## src/sv/hsv2rgb_pkg.sv

```systemverilog
// Package for the HSV to RGB converter: widths, fixed-point constants,
// the hue sector table and the six-sector channel mapping.
// No dependencies; used by hsv_to_rgb.
package hsv2rgb_pkg;

  localparam int unsigned HueW  = 15;
  localparam int unsigned FracW = 9;
  localparam int unsigned ChanW = 8;

  typedef logic [2:0]  sector_t;
  typedef logic [11:0] frac_t;
  typedef logic [11:0] coef_t;
  typedef logic [19:0] scale_t;

  // Hue in 1/64 degree: 23040 is 360 degrees, 3840 is one 60 degree sector.
  localparam logic [HueW-1:0]  HueFull   = 15'd23040;
  localparam logic [FracW-1:0] FracOne   = 9'd256;
  localparam coef_t            SectorLen = 12'd3840;
  localparam scale_t           ScaleOne  = 20'd983040;
  // 4369 / 65536 is just below 1/15; the offset of one in the datapath corrects it.
  localparam logic [12:0]      Recip15   = 13'd4369;
  localparam logic [ChanW-1:0] ChanMax   = 8'd255;

  localparam logic [1:0] ChanRed   = 2'd0;
  localparam logic [1:0] ChanGreen = 2'd1;
  localparam logic [1:0] ChanBlue  = 2'd2;

  // Which of v, q, t or p a channel takes.
  typedef enum logic [1:0] {
    TermV,
    TermQ,
    TermT,
    TermP
  } term_e;

  function automatic logic [HueW-1:0] sector_base(sector_t sec);
    logic [HueW-1:0] base;
    case (sec)
      3'd0:    base = 15'd0;
      3'd1:    base = 15'd3840;
      3'd2:    base = 15'd7680;
      3'd3:    base = 15'd11520;
      3'd4:    base = 15'd15360;
      3'd5:    base = 15'd19200;
      default: base = 15'd0;
    endcase
    return base;
  endfunction

  function automatic term_e chan_term(sector_t sec, logic [1:0] chan);
    term_e r;
    term_e g;
    term_e b;
    case (sec)
      3'd0: begin r = TermV; g = TermT; b = TermP; end
      3'd1: begin r = TermQ; g = TermV; b = TermP; end
      3'd2: begin r = TermP; g = TermV; b = TermT; end
      3'd3: begin r = TermP; g = TermQ; b = TermV; end
      3'd4: begin r = TermT; g = TermP; b = TermV; end
      default: begin r = TermV; g = TermP; b = TermQ; end
    endcase
    if (chan == ChanRed) begin
      return r;
    end else if (chan == ChanGreen) begin
      return g;
    end
    return b;
  endfunction

endpackage

```

## src/sv/hsv_to_rgb.sv

```systemverilog
// HSV to RGB converter, five register stages with valid/ready on both sides.
// Depends on hsv2rgb_pkg.
//
// Usage: an item (hue_i, saturation_i, brightness_i) is taken when in_valid_i
// and in_ready_o are both high. The result (red_o, green_o, blue_o,
// out_of_range_o) is offered on out_valid_o and is taken when out_ready_i is
// high. Hue is in 1/64 degree; saturation and brightness are in 1/256 steps
// and are clamped to 1.0. A hue above 360 degrees gives white with
// out_of_range_o set.
//
// Throughput is one item per cycle while the receiver does not stall; the
// stages are hue decode, hue fraction times saturation, brightness times the
// term, scaling by 255, and the division by 15 done by reciprocal multiply.
// Each stage moves on when the next one is empty or moving, so bubbles are
// squeezed out. When the receiver stalls, the result holds and the stages
// fill up; in_ready_o falls only once all five stages hold items.
// Reset empties the pipeline; results in flight are dropped.
module hsv_to_rgb (
  input  logic                             clk_i,
  input  logic                             rst_ni,
  input  logic                             in_valid_i,
  output logic                             in_ready_o,
  input  logic [hsv2rgb_pkg::HueW-1:0]     hue_i,
  input  logic [hsv2rgb_pkg::FracW-1:0]    saturation_i,
  input  logic [hsv2rgb_pkg::FracW-1:0]    brightness_i,
  output logic                             out_valid_o,
  input  logic                             out_ready_i,
  output logic [hsv2rgb_pkg::ChanW-1:0]    red_o,
  output logic [hsv2rgb_pkg::ChanW-1:0]    green_o,
  output logic [hsv2rgb_pkg::ChanW-1:0]    blue_o,
  output logic                             out_of_range_o
);
  import hsv2rgb_pkg::*;

  logic [4:0] vld_q, vld_d;
  logic [4:0] en;

  // Stage 1: decoded hue and clamped fractions.
  logic            oor1_q, oor1_d;
  sector_t         sec1_q, sec1_d;
  frac_t           frac1_q, frac1_d;
  logic [FracW-1:0] sat1_q, sat1_d;
  logic [FracW-1:0] val1_q, val1_d;
  logic [HueW-1:0] hue_eff;

  // Stages 2 to 5, one lane per channel.
  logic             oor2_q, oor3_q, oor4_q;
  logic [FracW-1:0] val2_q;
  scale_t           m2_q[3], m2_d[3];
  logic [27:0]      p3_q[3], p3_d[3];
  logic [11:0]      z4_q[3], z4_d[3];
  logic [ChanW-1:0] ch5_q[3], ch5_d[3];
  logic             oor5_q;

  // Handshake: a stage may load when it is empty or its item moves on.
  always_comb begin
    en[4] = !vld_q[4] || out_ready_i;
    for (int i = 3; i >= 0; i--) begin
      en[i] = !vld_q[i] || en[i+1];
    end
  end

  assign in_ready_o = en[0];

  always_comb begin
    vld_d = vld_q;
    if (en[0]) begin
      vld_d[0] = in_valid_i;
    end
    for (int i = 1; i < 5; i++) begin
      if (en[i]) begin
        vld_d[i] = vld_q[i-1];
      end
    end
  end

  always_ff @(posedge clk_i or negedge rst_ni) begin
    if (!rst_ni) begin
      vld_q <= '0;
    end else begin
      vld_q <= vld_d;
    end
  end

  // Stage 1 logic: a hue of exactly 360 degrees folds to zero.
  always_comb begin
    oor1_d  = hue_i > HueFull;
    hue_eff = (hue_i == HueFull) ? '0 : hue_i;
    if (hue_eff >= sector_base(3'd5)) begin
      sec1_d = 3'd5;
    end else if (hue_eff >= sector_base(3'd4)) begin
      sec1_d = 3'd4;
    end else if (hue_eff >= sector_base(3'd3)) begin
      sec1_d = 3'd3;
    end else if (hue_eff >= sector_base(3'd2)) begin
      sec1_d = 3'd2;
    end else if (hue_eff >= sector_base(3'd1)) begin
      sec1_d = 3'd1;
    end else begin
      sec1_d = 3'd0;
    end
    frac1_d = frac_t'(hue_eff - sector_base(sec1_d));
    sat1_d  = (saturation_i > FracOne) ? FracOne : saturation_i;
    val1_d  = (brightness_i > FracOne) ? FracOne : brightness_i;
  end

  // Every term is v * (ScaleOne - k * s), with k chosen by the sector.
  always_comb begin
    coef_t       k;
    logic [20:0] prod;
    for (int c = 0; c < 3; c++) begin
      case (chan_term(sec1_q, 2'(c)))
        TermV:   k = '0;
        TermQ:   k = frac1_q;
        TermT:   k = SectorLen - frac1_q;
        TermP:   k = SectorLen;
        default: k = '0;
      endcase
      prod    = 21'(k) * 21'(sat1_q);
      m2_d[c] = prod[19:0];
    end
  end

  always_comb begin
    scale_t      x;
    logic [28:0] prod;
    for (int c = 0; c < 3; c++) begin
      x       = ScaleOne - m2_q[c];
      prod    = 29'(val2_q) * 29'(x);
      p3_d[c] = prod[27:0];
    end
  end

  // The numerator sits over 2^24 * 15; the power of two is dropped here.
  always_comb begin
    logic [35:0] y;
    for (int c = 0; c < 3; c++) begin
      y       = {p3_q[c], 8'd0} - 36'(p3_q[c]);
      z4_d[c] = y[35:24];
    end
  end

  always_comb begin
    logic [25:0] q;
    logic [9:0]  qq;
    for (int c = 0; c < 3; c++) begin
      q  = 26'(13'(z4_q[c]) + 13'd1) * 26'(Recip15);
      qq = q[25:16];
      if (oor4_q || qq > 10'(ChanMax)) begin
        ch5_d[c] = ChanMax;
      end else begin
        ch5_d[c] = qq[7:0];
      end
    end
  end

  always_ff @(posedge clk_i) begin
    if (en[0]) begin
      oor1_q  <= oor1_d;
      sec1_q  <= sec1_d;
      frac1_q <= frac1_d;
      sat1_q  <= sat1_d;
      val1_q  <= val1_d;
    end
    if (en[1]) begin
      oor2_q <= oor1_q;
      val2_q <= val1_q;
      m2_q   <= m2_d;
    end
    if (en[2]) begin
      oor3_q <= oor2_q;
      p3_q   <= p3_d;
    end
    if (en[3]) begin
      oor4_q <= oor3_q;
      z4_q   <= z4_d;
    end
    if (en[4]) begin
      oor5_q <= oor4_q;
      ch5_q  <= ch5_d;
    end
  end

  assign out_valid_o    = vld_q[4];
  assign red_o          = ch5_q[ChanRed];
  assign green_o        = ch5_q[ChanGreen];
  assign blue_o         = ch5_q[ChanBlue];
  assign out_of_range_o = oor5_q;

  // Input back-pressure only arises from a full pipeline behind a stalled output.
  a_ready_full : assert property (@(posedge clk_i) disable iff (!rst_ni)
    !in_ready_o |-> (out_valid_o && !out_ready_i && (&vld_q)))
    else $error("in_ready_o low without a full, stalled pipeline");

  a_stage_holds : assert property (@(posedge clk_i) disable iff (!rst_ni)
    (vld_q[1] && !en[2]) |=> vld_q[1])
    else $error("blocked item lost from stage two");

  a_frac_bound : assert property (@(posedge clk_i) disable iff (!rst_ni)
    (vld_q[0] && !oor1_q) |-> (frac1_q < SectorLen && sec1_q <= 3'd5))
    else $error("hue fraction outside its sector");

  a_white : assert property (@(posedge clk_i) disable iff (!rst_ni)
    (out_valid_o && out_of_range_o) |->
      (red_o == ChanMax && green_o == ChanMax && blue_o == ChanMax))
    else $error("out of range hue did not give white");

endmodule
```

## config.mk

```make
export PLATFORM = sky130hd
export DESIGN_NAME = hsv_to_rgb
export DESIGN_NICKNAME = d
export VERILOG_FILES = /design/src/sv/hsv2rgb_pkg.sv /design/src/sv/hsv_to_rgb.sv
export SDC_FILE = /design/constraint.sdc
export NUM_CORES = 2
export LEC_CHECK = 0
export ABC_AREA = 1
export ABC_CLOCK_PERIOD_IN_PS = 18100
export BUFFER_PORTS_ARGS = -buffer_cell sky130_fd_sc_hd__buf_2
export CAP_MARGIN = 10
export CORE_MARGIN = 8
export CORE_UTILIZATION = 25
export DETAILED_ROUTE_END_ITERATION = 6
export SETUP_SLACK_MARGIN = 0.02
export SLEW_MARGIN = 5
export SYNTH_ARGS = -nofsm -noshare
export SYNTH_HDL_FRONTEND = slang
export SYNTH_SLANG_ARGS = --single-unit
```

## constraint.sdc

```tcl
create_clock -name clk_i -period 18.1 [get_ports clk_i]
set_clock_uncertainty 0.15 [all_clocks]
set_input_delay 4.525 -clock clk_i [delete_from_list [all_inputs] [get_ports clk_i]]
set_output_delay 4.525 -clock clk_i [all_outputs]
set_load 0.03 [all_outputs]
```

==> out/metrics.sh <==
HOLD_BUFFERS=0
WORST_PIN_SLEW_NS=1.276
DIE_AREA_SQ_UM=199800
WORST-SETUP-PATH-TYPE='in2out'
MAXCLOCKFREQUENCY_MHz=81.02
STDCELL_AREA_SQ_UM=50690
VIAS=37860
CLOCK-SINKS=256
SYNTH_EDF_COUNT=251
R2R_CELLS=23
SYNTHESIZED_AREA_SQ_UM=46430
REMAINING_DRC_ERRORS=1
MAX_SLEW_MARGIN_PCT=14.92
CRITICAL_PATH.N_BUFFERS_INVERTERS=7
POSTSYNTHREGISTERBITS=256
POSTCTSSETUPREPAIRBUFS=0
POST_SYNTH_NUM_CELL_TYPES=63
SYNTH-ASYNC-RESET-RATIO_PCT=1.953
DRT_PASS1_ITERATIONS=7
GLOBAL_ROUTE.OVERFLOW_TOTAL=0
FIN_TNS_SETUP_NS=0
GRT_MAX_DEGREE=71
MAX_STAGE_DELAY_NS=0.55
CPMAXSTAGEDELAYCELL='nor2_1'
VIA_TO_CELL_RATIO=4.434
GP_CONGESTION=0.8987
ENDPOINT_KIND='output port'
YS.WARNINGS.COUNT=0
GRT_SETUP_UNREPAIRED='no'
TOTAL_CORE_AREA_SQ_UM=185000
SYNTHESIS.NETS=7152
ANTENNA_FOUND_INITIAL=9
FILLCELLCOUNT=20160
HPWL_UM=95550
MULTI_INPUT_AREA_SQ_UM=33370
SYNTH_FLOP_CELL='edfxtp_1'
GRT.TOTAL_USAGE_PCT=11.29
GLOBAL_ROUTE_WIRE_LENGTH_BEFORE_REPAIR_UM=190400
DIE_WIDTH_UM=447.0
CLOCK-ROOT-BUFFER='clkbuf_16'
CRITICAL_PATH.CELL_CHAIN='buf_2 > nor2_1 > inv_1 > nor2_1 > inv_1 > buf_4 > nor2_1 > clkinv_2 > nor2_1 > nand2_2 > buf_4 > buf_2'
AREA_ADDED_BETWEEN_SYNTHESIS_AND_FINISH_PCT=9.181
NUMBER_OF_PLACEMENT_ROWS=158
CHIPHEIGHT_UM=447.0
FINAL_HOLD_VIOL_COUNT=0
REPORTED_MAX_CAP_VIOLATION_COUNT=0
DETAIL-ROUTE-ANTENNA-NETS=0
MIN-DELAY-PATH-CLASS='reg2reg'
CP-START-KIND='input port'
START_UTIL_PCT=25.09
CLOCK_TREE.HTREE_LEVEL_COUNT=1
DETAILEDROUTE.FIRSTITERATIONVIOLATIONS=2346
DRIVE_ABOVE_1_SHARE_PCT=4.491
CPMOSTUSEDCELL='nor2_1'
SEQCELLAREA_SQ_UM=7662
CRITICAL-PATH-TOP-DELAY-FAMILY='buffers and inverters'
CLKSLEWWORSTSETUPHOLDPATHS_NS=0.06
GRT_PASS1_VIAS=38290
FINAL_NET_COUNT=7172
ROUTED_WIRELENGTH_UM=114000
LAYOUT_MIN_CYCLE_TIME_NS=12.34
INSERTION_DELAY_NS=0.63
MIN_PERIOD_OVER_PERIOD_PCT=68.20
TOP_LEVEL_PORTS=64
CTS-RESIZED-GATES=0
WHS_PATH_DEPTH=0
SETUP-VIOLATIONS-FINAL=0
CP.REQUIRED_NS=13.43
CTS-ROOT-TO-SINK-BUFFERS=3
LAYOUT_COMMONEST_CELL='nand2_1'
POSTPLACECELLAREA_SQ_UM=49610
FINAL_MAX_SLEW_VIOL_COUNT=0
WORST_EP_ARRIVAL_TIME_NS=7.67
TIMING.CRITICAL_PATH.FANOUT_MAX=39
SYN-INSTANCE-COUNT=6012
SYNTH.YOSYS.SEQ_AREA_SHARE_PCT=16.50
STATUS='finished, violations left'
WL_PER_CELL_UM=13.35
PLACE.PORT_BUFFERS=63
TRITONCTS.NUM_BUFFERS=31
CP_NUM_CELLS=12
TRITONCTS='yes'
MOST_USED_CELLS_IN_THE_LAYOUT_EXCLUDING_FILL_AND_TAP_CELLS='nand2_1, inv_1, nor2_1, fa_1, ha_1'
FAILED_CHECKS='design-rule violations'
SYN-MEAN-INSTANCE-AREA_SQ_UM=7.723
## area by class of cell
type                       instances  area share (%)
inverter                        1328           9.850
clock inverter                    24          0.5899
sequential                       256           15.12
antenna                            1        0.004936
tap                             2480           6.121
timing repair buffer              84          0.9330
multi-input combinational       4331           65.83
clock buffer                      34           1.552
## path summary, 6_finish.rpt
kind / start / endpoint / slack (ns)
worst max register to register: m2_q[20] / p3_q[43] / 11.74
max in group asynchronous: rst_ni / vld_q[0] / 13.95
worst max-delay path: out_ready_i / in_ready_o / 5.76
min in group asynchronous: rst_ni / vld_q[4] / 3.62
worst min register to register: val1_q[7] / val2_q[7] / 0.27
worst min-delay path: val1_q[7] / val2_q[7] / 0.27
## through the flow
| step | setup slack, ns | std cells | hold WS (ns) | utilization, % |
|---|---|---|---|---|
| after floorplan | 4.457 | 6012 | 0.2503 | - |
| after global placement | 5.594 | 8479 | 0.2519 | 26.81 |
| after detailed placement | 5.678 | 8479 | 0.2566 | 26.81 |
| after CTS | 5.670 | 8537 | 0.2664 | 27.40 |
| after global routing | 5.355 | 8538 | 0.2764 | 27.40 |
| final | 5.757 | 8538 | 0.2661 | 27.40 |
## cell families (layout without fill, tap and decap cells)
group,count (synthesis),count (layout),share of synthesized area [%]
AOI/OAI and AO/OA,530,530,6.548
xor gates and xnor gates,179,179,3.457
adders and majority gates,1103,1103,39.54
buffers and inverters,1425,1470,11.63
DFF,256,256,16.50
other,0,1,0
and+or+nand+nor,2519,2519,22.33
## flip-flops by register name, summed over array words and instances (netlist names)
name and count:
red_o 8, val2_q 9, val1_q 9, m2_q 60
blue_o 8, frac1_q 12, oor4_q 1, p3_q 84
out_of_range_o 1, z4_q 36, oor2_q 1, green_o 8
sat1_q 9, vld_q 5, sec1_q 3, oor1_q 1
oor3_q 1
## metal layers
layer,track usage [%],vias up,wire (um)
met2,18.98,892,52010
li1,-,18620,-
met5,0,-,0
met1,15.50,18170,53740
met4,2.542,0,2728
met3,1.431,175,5514
## synthesized netlist by cell type (all sizes together), types with 3 or more instances
cell	count	share of area, %
o211ai	5	0.081
and3	3	0.040
o21a	6	0.097
o21ai	174	2.0
and2	3	0.040
fa	607	26
o31ai	8	0.13
nand4	67	0.90
dfrtp	5	0.27
nand3	241	2.6
o22ai	5	0.14
inv	1323	11
buf	15	0.16
a31oi	12	0.16
or2	20	0.27
o21bai	17	0.27
a21boi	12	0.19
a211oi	3	0.049
nor3	56	0.65
xnor2	56	1.1
nand2	1370	11
nor2	716	6.0
nand3b	17	0.27
edfxtp	251	16
ha	496	13
a21o	31	0.50
nor4	22	0.30
a21oi	250	2.7
clkinv	5	0.040
clkbuf	81	0.70
xor2	123	2.4
Power is left out: the tool's default activity adds up to more than one toggle a clock period on the data nets, which glitch-free logic cannot reach.
